[config.mk]
export PLATFORM = sky130hd
export DESIGN_NAME = linked_queue_with_deadline_expiry
export DESIGN_NICKNAME = d
export VERILOG_FILES = /design/src/rtl/lqd_pkg.sv /design/src/rtl/lqd_ram.sv /design/src/rtl/lqd_remain.sv /design/src/rtl/linked_queue_with_deadline_expiry.sv
export SDC_FILE = /design/constraint.sdc
export NUM_CORES = 1
export LEC_CHECK = 0
export ABC_AREA = 1
export ABC_CLOCK_PERIOD_IN_PS = 3600
export BUFFER_PORTS_ARGS = -buffer_cell sky130_fd_sc_hd__buf_4
export CELL_PAD_IN_SITES_DETAIL_PLACEMENT = 0
export CELL_PAD_IN_SITES_GLOBAL_PLACEMENT = 2
export CORE_MARGIN = 4
export CORE_UTILIZATION = 38
export DETAILED_ROUTE_END_ITERATION = 6
export PLACE_DENSITY_LB_ADDON = 0.12
export RECOVER_POWER = 100
export SLEW_MARGIN = 20
export SYNTH_ARGS = -nofsm -noshare
export SYNTH_HDL_FRONTEND = slang
export SYNTH_SLANG_ARGS = --single-unit
[constraint.sdc]
create_clock -name clk -period 3.6 [get_ports clk]
set_input_delay 0.54 -clock clk [delete_from_list [all_inputs] [get_ports clk]]
set_output_delay 0.54 -clock clk [all_outputs]
set_load 0.02 [all_outputs]
[src/rtl/lqd_pkg.sv]
// shared constants, types and helpers for the linked queue with deadline expiry
package lqd_pkg;

  localparam int ENTRIES = 32;
  localparam int AW = (ENTRIES > 1) ? $clog2(ENTRIES) : 1;
  localparam int VIS_W = $clog2(ENTRIES + 1);
  localparam int ID_W = 5;
  localparam int TW = 16;
  localparam int CNT_W = 5;
  localparam logic [TW-1:0] SPAN_MAX = 16'd60000;
  localparam logic [CNT_W-1:0] MAX_REMOVED = 5'd31;

  typedef enum logic [1:0] {
    CMD_PULL   = 2'd0,
    CMD_INSERT = 2'd1,
    CMD_APPEND = 2'd2,
    CMD_EXPIRE = 2'd3
  } cmd_t;

  typedef enum logic [2:0] {
    ST_IDLE,
    ST_PULL,
    ST_APPEND,
    ST_FIN,
    ST_EXP_RD,
    ST_EXP_CHK,
    ST_EXP_END
  } state_t;

  // verdict of the shared remaining-time unit
  typedef struct packed {
    logic          expired;
    logic [TW-1:0] limit;
  } remain_t;

  function automatic logic id_ok(input logic [ID_W-1:0] id);
    return (id != '0) && ({4'b0, id} < 9'(ENTRIES));
  endfunction

  function automatic logic [AW-1:0] to_addr(input logic [ID_W-1:0] id);
    return AW'(id);
  endfunction

endpackage

[src/rtl/lqd_ram.sv]
// generic single-write, single-read memory with registered read data
module lqd_ram #(
  parameter int DEPTH = 32,
  parameter int WIDTH = 8
) (
  input  logic                             clk,
  input  logic                             we,
  input  logic [$clog2(DEPTH)-1:0]         waddr,
  input  logic [WIDTH-1:0]                 wdata,
  input  logic                             re,
  input  logic [$clog2(DEPTH)-1:0]         raddr,
  output logic [WIDTH-1:0]                 rdata
);

  logic [WIDTH-1:0] mem [DEPTH];
  logic [WIDTH-1:0] rdata_r;

  always_ff @(posedge clk) begin
    if (we) begin
      mem[waddr] <= wdata;
    end
  end

  // read data holds until the next read
  always_ff @(posedge clk) begin
    if (re) begin
      rdata_r <= mem[raddr];
    end
  end

  assign rdata = rdata_r;

endmodule

[src/rtl/lqd_remain.sv]
// remaining-time unit: modular difference, expiry test and running minimum
module lqd_remain (
  input  logic [lqd_pkg::TW-1:0] deadline,
  input  logic [lqd_pkg::TW-1:0] now_ms,
  input  logic [lqd_pkg::TW-1:0] limit,
  output lqd_pkg::remain_t       verdict
);
  import lqd_pkg::*;

  logic [TW-1:0] remain;

  always_comb begin
    remain = deadline - now_ms;
    verdict.expired = (remain == '0) || (remain > SPAN_MAX);
    verdict.limit = (limit > remain) ? remain : limit;
  end

endmodule

[src/rtl/linked_queue_with_deadline_expiry.sv]
// top level: linked-list queue sequencer with deadline expiry walk
//
// One command is taken at a time; in_stall is high from acceptance until the
// command's final word has been loaded into the output register. Pull uses
// ST_PULL, insert ST_FIN, append ST_APPEND and ST_FIN (two writes through the
// single write port of the link memory); expire visits each entry through
// ST_EXP_RD and ST_EXP_CHK (one registered read of the link and deadline
// memories, then one pass through the shared remaining-time unit) and ends in
// ST_EXP_END. The memories are not cleared after reset.
module linked_queue_with_deadline_expiry (
  input  logic                      clk,
  input  logic                      rst_n,
  input  logic                      in_valid,
  output logic                      in_stall,
  input  logic [1:0]                in_command,
  input  logic [lqd_pkg::ID_W-1:0]  in_entry_id,
  input  logic [lqd_pkg::TW-1:0]    in_deadline,
  input  logic [lqd_pkg::TW-1:0]    in_now_ms,
  input  logic [lqd_pkg::TW-1:0]    in_limit_in,
  output logic                      out_valid,
  input  logic                      out_stall,
  output logic [lqd_pkg::ID_W-1:0]  out_result_id,
  output logic [lqd_pkg::TW-1:0]    out_limit_out,
  output logic [lqd_pkg::CNT_W-1:0] out_expired_count,
  output logic                      out_last
);
  import lqd_pkg::*;

  state_t state_r, state_nxt;
  cmd_t   cmd_in;

  logic [ID_W-1:0]  id_r, id_nxt;
  logic [TW-1:0]    now_r, now_nxt;
  logic [TW-1:0]    limit_r, limit_nxt;
  logic [ID_W-1:0]  head_r, head_nxt;
  logic [ID_W-1:0]  tail_r, tail_nxt;
  logic [ID_W-1:0]  prev_r, prev_nxt;
  logic [ID_W-1:0]  cur_r, cur_nxt;
  logic [CNT_W-1:0] removed_r, removed_nxt;
  logic [VIS_W-1:0] visits_r, visits_nxt;

  logic             out_valid_r;
  logic [ID_W-1:0]  out_id_r;
  logic [TW-1:0]    out_lim_r;
  logic [CNT_W-1:0] out_cnt_r;
  logic             out_last_r;

  logic             accept;
  logic             out_free;
  logic             walk_done;
  logic             emit;
  logic [ID_W-1:0]  emit_id;
  logic [TW-1:0]    emit_lim;
  logic [CNT_W-1:0] emit_cnt;
  logic             emit_last;

  logic             lk_we, lk_re, dl_we, dl_re;
  logic [AW-1:0]    lk_waddr, lk_raddr, dl_waddr, dl_raddr;
  logic [ID_W-1:0]  lk_wdata, lk_rdata;
  logic [TW-1:0]    dl_wdata, dl_rdata;
  remain_t          verdict;

  lqd_ram #(.DEPTH(ENTRIES), .WIDTH(ID_W)) u_link (
    .clk   (clk),
    .we    (lk_we),
    .waddr (lk_waddr),
    .wdata (lk_wdata),
    .re    (lk_re),
    .raddr (lk_raddr),
    .rdata (lk_rdata)
  );

  lqd_ram #(.DEPTH(ENTRIES), .WIDTH(TW)) u_deadline (
    .clk   (clk),
    .we    (dl_we),
    .waddr (dl_waddr),
    .wdata (dl_wdata),
    .re    (dl_re),
    .raddr (dl_raddr),
    .rdata (dl_rdata)
  );

  lqd_remain u_remain (
    .deadline (dl_rdata),
    .now_ms   (now_r),
    .limit    (limit_r),
    .verdict  (verdict)
  );

  assign cmd_in    = cmd_t'(in_command);
  assign in_stall  = (state_r != ST_IDLE);
  assign accept    = in_valid && !in_stall;
  assign out_free  = !out_valid_r || !out_stall;
  assign walk_done = (cur_r == '0) || (visits_r == VIS_W'(ENTRIES)) ||
                     (removed_r == MAX_REMOVED);

  // next state
  always_comb begin
    state_nxt = state_r;
    case (state_r)
      ST_IDLE: begin
        if (accept) begin
          case (cmd_in)
            CMD_PULL:   state_nxt = ST_PULL;
            CMD_INSERT: state_nxt = ST_FIN;
            CMD_APPEND: state_nxt = ST_APPEND;
            CMD_EXPIRE: state_nxt = ST_EXP_RD;
            default:    state_nxt = ST_IDLE;
          endcase
        end
      end
      ST_PULL:    if (out_free) state_nxt = ST_IDLE;
      ST_APPEND:  state_nxt = ST_FIN;
      ST_FIN:     if (out_free) state_nxt = ST_IDLE;
      ST_EXP_RD:  state_nxt = walk_done ? ST_EXP_END : ST_EXP_CHK;
      ST_EXP_CHK: begin
        if (!verdict.expired || out_free) state_nxt = ST_EXP_RD;
      end
      ST_EXP_END: if (out_free) state_nxt = ST_IDLE;
      default:    state_nxt = ST_IDLE;
    endcase
  end

  // memory controls, result words and datapath updates
  always_comb begin
    lk_we = 1'b0; lk_waddr = '0; lk_wdata = '0;
    lk_re = 1'b0; lk_raddr = '0;
    dl_we = 1'b0; dl_waddr = '0; dl_wdata = '0;
    dl_re = 1'b0; dl_raddr = '0;
    emit = 1'b0; emit_id = '0; emit_lim = '0; emit_cnt = '0; emit_last = 1'b0;
    id_nxt = id_r; now_nxt = now_r; limit_nxt = limit_r;
    head_nxt = head_r; tail_nxt = tail_r;
    prev_nxt = prev_r; cur_nxt = cur_r;
    removed_nxt = removed_r; visits_nxt = visits_r;
    case (state_r)
      ST_IDLE: begin
        if (accept) begin
          id_nxt = in_entry_id;
          now_nxt = in_now_ms;
          limit_nxt = in_limit_in;
          case (cmd_in)
            CMD_PULL: begin
              lk_re = 1'b1;
              lk_raddr = to_addr(head_r);
            end
            CMD_INSERT: begin
              if (id_ok(in_entry_id)) begin
                lk_we = 1'b1;
                lk_waddr = to_addr(in_entry_id);
                lk_wdata = head_r;
                head_nxt = in_entry_id;
                if (tail_r == '0) tail_nxt = in_entry_id;
              end
            end
            CMD_APPEND: begin
              if (id_ok(in_entry_id)) begin
                dl_we = 1'b1;
                dl_waddr = to_addr(in_entry_id);
                dl_wdata = in_deadline;
                lk_we = 1'b1;
                lk_waddr = to_addr(in_entry_id);
                lk_wdata = '0;
              end
            end
            CMD_EXPIRE: begin
              prev_nxt = '0;
              cur_nxt = head_r;
              removed_nxt = '0;
              visits_nxt = '0;
            end
            default: ;
          endcase
        end
      end
      ST_PULL: begin
        if (out_free) begin
          emit = 1'b1;
          emit_id = head_r;
          emit_last = 1'b1;
          if (head_r != '0) begin
            head_nxt = lk_rdata;
            if (lk_rdata == '0) tail_nxt = '0;
            lk_we = 1'b1;
            lk_waddr = to_addr(head_r);
            lk_wdata = '0;
          end
        end
      end
      ST_APPEND: begin
        // second link write: old tail points at the new word
        if (id_ok(id_r)) begin
          if (tail_r != '0) begin
            lk_we = 1'b1;
            lk_waddr = to_addr(tail_r);
            lk_wdata = id_r;
          end
          tail_nxt = id_r;
          if (head_r == '0) head_nxt = id_r;
        end
      end
      ST_FIN: begin
        if (out_free) begin
          emit = 1'b1;
          emit_last = 1'b1;
        end
      end
      ST_EXP_RD: begin
        if (!walk_done) begin
          lk_re = 1'b1;
          lk_raddr = to_addr(cur_r);
          dl_re = 1'b1;
          dl_raddr = to_addr(cur_r);
        end
      end
      ST_EXP_CHK: begin
        if (verdict.expired) begin
          if (out_free) begin
            emit = 1'b1;
            emit_id = cur_r;
            if (tail_r == cur_r) tail_nxt = prev_r;
            if (prev_r == '0) begin
              head_nxt = lk_rdata;
            end else begin
              lk_we = 1'b1;
              lk_waddr = to_addr(prev_r);
              lk_wdata = lk_rdata;
            end
            removed_nxt = removed_r + 1'b1;
            cur_nxt = lk_rdata;
            visits_nxt = visits_r + 1'b1;
          end
        end else begin
          limit_nxt = verdict.limit;
          prev_nxt = cur_r;
          cur_nxt = lk_rdata;
          visits_nxt = visits_r + 1'b1;
        end
      end
      ST_EXP_END: begin
        if (out_free) begin
          emit = 1'b1;
          emit_lim = limit_r;
          emit_cnt = removed_r;
          emit_last = 1'b1;
        end
      end
      default: ;
    endcase
  end

  always_ff @(posedge clk) begin
    if (!rst_n) begin
      state_r <= ST_IDLE;
      head_r <= '0;
      tail_r <= '0;
      out_valid_r <= 1'b0;
    end else begin
      state_r <= state_nxt;
      head_r <= head_nxt;
      tail_r <= tail_nxt;
      if (emit) begin
        out_valid_r <= 1'b1;
      end else if (!out_stall) begin
        out_valid_r <= 1'b0;
      end
    end
  end

  always_ff @(posedge clk) begin
    id_r <= id_nxt;
    now_r <= now_nxt;
    limit_r <= limit_nxt;
    prev_r <= prev_nxt;
    cur_r <= cur_nxt;
    removed_r <= removed_nxt;
    visits_r <= visits_nxt;
    if (emit) begin
      out_id_r <= emit_id;
      out_lim_r <= emit_lim;
      out_cnt_r <= emit_cnt;
      out_last_r <= emit_last;
    end
  end

  assign out_valid = out_valid_r;
  assign out_result_id = out_id_r;
  assign out_limit_out = out_lim_r;
  assign out_expired_count = out_cnt_r;
  assign out_last = out_last_r;

endmodule
; Yosys cells after proc, flatten, opt, wreduce, memory -nomap -nowiden
; Memories as Yosys holds them, arrays and structs flattened. A register that Yosys moved wholly into a read port is not among the register bits.
; Cells that the tools add are included.
[totals]
wordCells = 204
out_inout_bits = 29
regBits = 99
inputBits = 59
ram_bits = 672
n_memories = 2
[op_classes]
order_cmp = 2
eq_ne = 32
n_reduce_logical = 36
add_sub_neg = 3
muxes = 114
[mem_list]
columns = memory, words, word_bits, read_ports, rd_clocked_by_memory_dff, write_ports, line_no
row1 = u_deadline.mem, 32, 16, 1, 1, 1, lqd_ram.sv:15  ; logic [WIDTH-1:0] mem [DEPTH];
row2 = u_link.mem, 32, 5, 1, 1, 1, lqd_ram.sv:15
[ops]
columns = cell, n
row1 = $mux 5, 58
row2 = $mux 16, 7
row3 = $pmux 5 s4, 3
row4 = $pmux 5 s2, 5
row5 = $pmux 16 s2, 1
row6 = $ne 2x2->1 const B, 14
row7 = $logic_not 5->1, 5
row8 = $mux 1, 25
row9 = $mux 6, 4
row10 = $reduce_bool 5->1, 4
row11 = $gt 16x16->1, 1
row12 = $gt 16x16->1 const B, 1
row13 = $logic_not 16->1, 1
row14 = $sub 16x16->16, 1
row15 = $pmux 3 s5, 1
row16 = $pmux 5 s3, 1
row17 = $pmux 3 s4, 1
row18 = $pmux 6 s2, 1
row19 = $reduce_and 12->1, 1
row20 = $reduce_and 4->1, 3
row21 = $reduce_and 11->1, 1
row22 = $ne 2x1->1 const B, 5
row23 = $eq 3x3->1 const B, 3
row24 = $mux 3, 3
row25 = other kinds (26), 37

; Depth between registers and ports, before layout
[logic_depth]
word_depth = 7
ltp_mapped = 22
mapped_depth_nobuf = 21

; By module
; From an unflattened synthesis, not the netlist that was laid out.
[hier_totals]
cells_unflattened = 3269
hier_area_um2 = 34999.8
[by_module_without_submodules]
columns = module, area_per_inst_um2, seq_area_each_um2, n_inst, cells_per_inst
row1 = lqd_ram (u_deadline), 21461.8, 15855.2, 1, 1794
row2 = lqd_ram (u_link), 6846.6, 4954.8, 1, 595
row3 = linked_queue_with_deadline_expiry, 5068.6, 2832.7, 1, 590
row4 = lqd_remain, 1622.8, 0.0, 1, 290

; Least setup slack after synthesis
; OpenSTA, ideal clock, no wires.
[synth_path]
path_kind = reg-to-reg
from = register now_r[0]
to = register out_cnt_r[0], in the netlist out_expired_count[0], enable pin
synth_period_minus_slack_ns = 3.886
path_stages_with_launch = 17
setup_ns = 0.421
t_arrival_ns = 3.464
path_slack_ns = -0.286
path_buffers = 1
required_ns = 3.179
path_cell_list = edfxtp_1 ha_1 fa_1 inv_1 nand2_1 nand2_1 nand3_1 nand3_1 nand2_1 inv_1 nand3_1 nor2_1 nand3_1 nand2_1 buf_4 nand2_1 a21oi_1
[synth_between]
elab_chain_len = 5
elab_cells_between_ends = 6
cone_classes = add/sub: 1 / order compare: 1 / mux: 2 / reduce/logical: 2
[synth_rtl]
columns = item, line_no
row1 = from (decl), linked_queue_with_deadline_expiry.sv:33  ; logic [TW-1:0] now_r, now_nxt;
row2 = from (signal assigned), linked_queue_with_deadline_expiry.sv:271  ; now_r <= now_nxt;
row3 = $sub 16x16->16 *, lqd_remain.sv:13  ; remain = deadline - now_ms;
row4 = $gt 16x16->1 / $logic_not 16->1 (equally long branches), lqd_remain.sv:14  ; verdict.expired = (remain == '0) || (remain > SPAN_MAX);
row5 = $logic_or 1x1->1 *, lqd_remain.sv:14
row6 = $mux 1 *, linked_queue_with_deadline_expiry.sv:216  ; if (verdict.expired) begin
row7 = $pmux 1 s2 *, linked_queue_with_deadline_expiry.sv:135  ; case (state_r)
row8 = via emit, linked_queue_with_deadline_expiry.sv:51  ; logic emit;
row9 = to (signal assigned), linked_queue_with_deadline_expiry.sv:280  ; out_cnt_r <= emit_cnt;
row10 = to (decl), linked_queue_with_deadline_expiry.sv:45  ; logic [CNT_W-1:0] out_cnt_r;
; The timed path passes the listed nets; every way through them passes the cells marked *.
; A chain may end at the register's enable or synchronous reset.

; Worst setup path after layout
[layout_path]
from = register state_r[2]
to = memory u_deadline.mem[17][2] in the netlist's numbering, data pin
[layout_between]
elab_chain_len = 5
elab_cells_between_ends = 6
cone_classes = mux: 2 / reduce/logical: 4
[layout_rtl]
columns = item, line_no
row1 = from (decl), linked_queue_with_deadline_expiry.sv:29  ; state_t state_r, state_nxt;
row2 = from (signal assigned), linked_queue_with_deadline_expiry.sv:258  ; state_r <= state_nxt;
row3 = $reduce_bool 3->1, linked_queue_with_deadline_expiry.sv:91  ; assign in_stall = (state_r != ST_IDLE);
row4 = $logic_not 1->1, linked_queue_with_deadline_expiry.sv:92  ; assign accept = in_valid && !in_stall;
row5 = $logic_and 1x1->1, linked_queue_with_deadline_expiry.sv:92
row6 = $mux 16, linked_queue_with_deadline_expiry.sv:137  ; if (accept) begin
row7 = $mux 16 *, linked_queue_with_deadline_expiry.sv:135
row8 = via dl_wdata[2], linked_queue_with_deadline_expiry.sv:60  ; logic [TW-1:0] dl_wdata, dl_rdata;
row9 = to (decl), lqd_ram.sv:15
; Marked as above.

==> flow_summary.json <==
{
  "diodes": 0,
  "grt_pass1_vias": 23900,
  "crit_chain": "nor2_1, inv_1, nor2_1, clkinv_1, nor2_4, inv_1, nor2_1, nand2_1, clkbuf_1, nor2_1, buf_2",
  "peakVddDrop_uv": 405,
  "tns_ns": 0,
  "num_vias": 23800,
  "dieArea_um2": 96200,
  "ys_ff_latch": 792,
  "hold_ws_ns": 0.0963,
  "dp.cells": 4468,
  "slew_viol_final": 0,
  "dp_slack_ns": 0.0476,
  "htreeDepth": 3,
  "path_clk_slew_ns": 0.06,
  "cpMostUsedCell": "nor2_1",
  "yosysUniqueCellTypes": 42,
  "path_max_fanout": 24,
  "grt_max_degree": 123,
  "cts_tree": "done",
  "finalNonFillerCells": 4627,
  "cpPeakStageDelay_ns": 0.50,
  "synth.avg_cell_area_um2": 10.9,
  "drive_above_1_share_pct": 11.3,
  "clk_path_buf_depth": 3,
  "post_drt_via_cell_ratio": 5.15,
  "worstHoldPathType": "in2reg",
  "power_uw": 29800,
  "wire_per_inst_um": 21.5,
  "crit_required_ns": 3.98,
  "worstSkewPairLatency_ns": 0.65,
  "syn_to_final_growth_pct": 17.3,
  "finalSetupViolations": 0,
  "intPower_uw": 19400,
  "drt_wl_total_mm": 99.6,
  "drc_errors": 0,
  "slowest_stage": "buf_2",
  "dp_hpwl_mm": 64.9,
  "die_y_um": 310,
  "die_w_um": 310,
  "finClkSkew_ns": 0.0215,
  "p_sw_uw": 10400,
  "p_clk_share_pct": 30.1,
  "ctsHoldBuffers": 0,
  "powerDensity_nw_per_um2": 732,
  "syn_area_um2": 34700,
  "drt-initial-drc-count": 1746,
  "cp.arrival_ns": 3.73,
  "p_sw_share_pct": 35.0,
  "worst-setup-path-type": "reg2reg",
  "nNetsFinal": 3479,
  "overflow": 0,
  "start_kind": "flip-flop",
  "fin_ws_ns": 0.244,
  "drt_pre_antenna_iters": 5,
  "drv_cap": 0,
  "root_buffer": "clkbuf_16",
  "power_frac_comb_pct": 31.3,
  "cts.sinks": 792,
  "numPortBuffers": 87,
  "fmax_ghz": 0.298,
  "status": "finished, final reports clean",
  "antenna_found_initial": 1,
  "seq_area_um2": 23600,
  "tightest_slew_ns": 0.937,
  "cts_buffers": 87,
  "rsz0062_at_grt": "yes",
  "finalCriticalPeriod_ns": 3.36,
  "fill_cells": 8558,
  "end_kind": "flip-flop",
  "hold_violations": 0,
  "grt_usage_pct": 20.8,
  "seqPwrFrac_pct": 38.6,
  "power_leakage_uw": 0.0156,
  "drt.antenna.violating_nets": 0,
  "multi_input_area_um2": 9550,
  "relSlewSlack_pct": 37.6,
  "place.gp.congestion": 0.871,
  "rows": 110,
  "period_share_pct": 93.2,
  "yosysWarnings": 0,
  "ios": 88,
  "start_util_pct": 38.4,
  "synth-seq-area-share_pct": 68.2,
  "coreArea_um2": 90300,
  "grt_pass1_wl_mm": 150,
  "syn_inst": 3172
}
==> cells by family (layout without fill, tap and decap cells) <==
logic type / count (synthesis) / in the layout / synth area share [%]
and+or+nand+nor: 1580 / 1580 / 19.7
adders and majority gates: 40 / 40 / 1.46
xor gates and xnor gates: 4 / 4 / 0.101
AOI/OAI and AO/OA: 325 / 325 / 5.68
DFF: 792 / 792 / 68.2
buffers and inverters: 430 / 689 / 4.86
other: 1 / 21 / 0.0108
==> cell usage in the layout, fill, tap and decap left out, types with 20 or more instances in the layout <==
master,synthesis,final
nand4_1,22,22
o22ai_1,124,124
nor2_1,184,166
nand3_1,296,294
inv_1,268,270
buf_4,2,147
nand2_1,941,936
a21oi_1,95,93
buf_12,0,33
clkbuf_16,0,88
conb_1,1,21
o211ai_1,41,41
nand3b_1,99,99
clkbuf_1,82,63
edfxtp_1,778,778
o21ai_0,37,37
ha_1,39,39
nor2_2,2,20
==> registers in the layout (all words and copies together) (netlist names), 6 cells and up <==
register / flops
now_r: 16
u_deadline.mem: 512
visits_r: 6
limit_r: 16
u_link.mem: 160
u_deadline.rdata: 16
out_limit_out: 16
==> power by group through the flow <==
| stage | registers (uW) | clock network [uW] | logic (uW) |
|---|---|---|---|
| final | 11500 | 8960 | 9330 |
| after global routing | 11600 | 9590 | 10400 |
| after CTS | 11500 | 9190 | 9620 |
| after detailed placement | 11700 | 0 | 9590 |
| after global placement | 11700 | 0 | 9600 |
| after floorplan | 11800 | 0 | 5590 |
==> per-layer routing <==
metal / global-route usage (%) / wire length, um / vias up
met3: 2.75 / 4300 / 143
li1: - / - / 11400
met4: 6.03 / 2690 / 0
met2: 35.9 / 48600 / 555
met1: 27.8 / 44000 / 11700
met5: 0 / 0 / -
==> what timing repair did <==
item / 4_1_cts / 5_1_grt
setup buffers: 0 / 0
resized for setup: 0 / 14
endpoints found under the setup margin: 0 / 316
==> through the flow <==
| step | instance area, um^2 | util (%) |
|---|---|---|
| 6_report | 40700 | 45.1 |
| 5_1_grt | 40700 | 45.1 |
| 4_1_cts | 40900 | 45.3 |
| 3_5_place_dp | 38000 | 42.1 |
| 3_3_place_gp | 38000 | 42.1 |
| 2_1_floorplan | 34800 | - |
==> critical path: cells and delay by family (launching register included) <==
| kind | cells | cell delay, ns |
|---|---|---|
| simple gates | 6 | 1.40 |
| buf+inv | 5 | 1.28 |
| flops | 1 | 0.37 |
==> final cells by class <==
class                   count  share of cell area (%)
clock inverters            51                    1.40
flip-flops and latches    792                    58.1
well taps                1176                    3.62
multi-input cells        1970                    23.5
inverters                 277                    2.58
repair buffers            252                    5.14
clock buffers             109                    5.68
==> path summary, 6_finish.rpt <==
path              slack, ns  cells after the start          start                     to
setup / recovery       0.24                     11     state_r[2]  u_deadline.mem[17][2]
setup reg to reg       0.24                     11     state_r[2]  u_deadline.mem[17][2]
hold / removal          0.1                      1  in_now_ms[14]              now_r[14]
hold reg to reg        0.54                      2     state_r[0]             state_r[0]
==> synthesized netlist by cell type (all sizes together) <==
| library cell | n | area (um^2) |
|---|---|---|
| nand2 | 941 | 3530 |
| edfxtp | 778 | 23400 |
| nand3 | 297 | 1500 |
| inv | 276 | 1040 |
| nor2 | 190 | 748 |
| o22ai | 124 | 776 |
| nand3b | 99 | 743 |
| a21oi | 95 | 475 |
| clkbuf | 82 | 308 |
| buf | 71 | 337 |
| o211ai | 41 | 308 |
| ha | 39 | 488 |
| o21ai | 37 | 185 |
| nand4 | 22 | 138 |
| nor3 | 15 | 75.1 |
| dfxtp | 14 | 280 |
| or2 | 8 | 50.1 |
| a211oi | 6 | 45.0 |
| o221ai | 5 | 43.8 |
| or3 | 5 | 31.3 |
| a31o | 3 | 26.3 |
| a31oi | 3 | 18.8 |
| o31ai | 3 | 22.5 |
| xor2 | 3 | 26.3 |
| a221oi | 2 | 17.5 |
| a311oi | 2 | 17.5 |
| o2111ai | 2 | 17.5 |
| and2 | 1 | 6.26 |
| clkinv | 1 | 3.75 |
| conb | 1 | 3.75 |
| fa | 1 | 20.0 |
| nor2b | 1 | 6.26 |
| nor3b | 1 | 7.51 |
| o21bai | 1 | 7.51 |
| o32ai | 1 | 8.76 |
| xnor2 | 1 | 8.76 |
(Power assumes the default switching activity.)
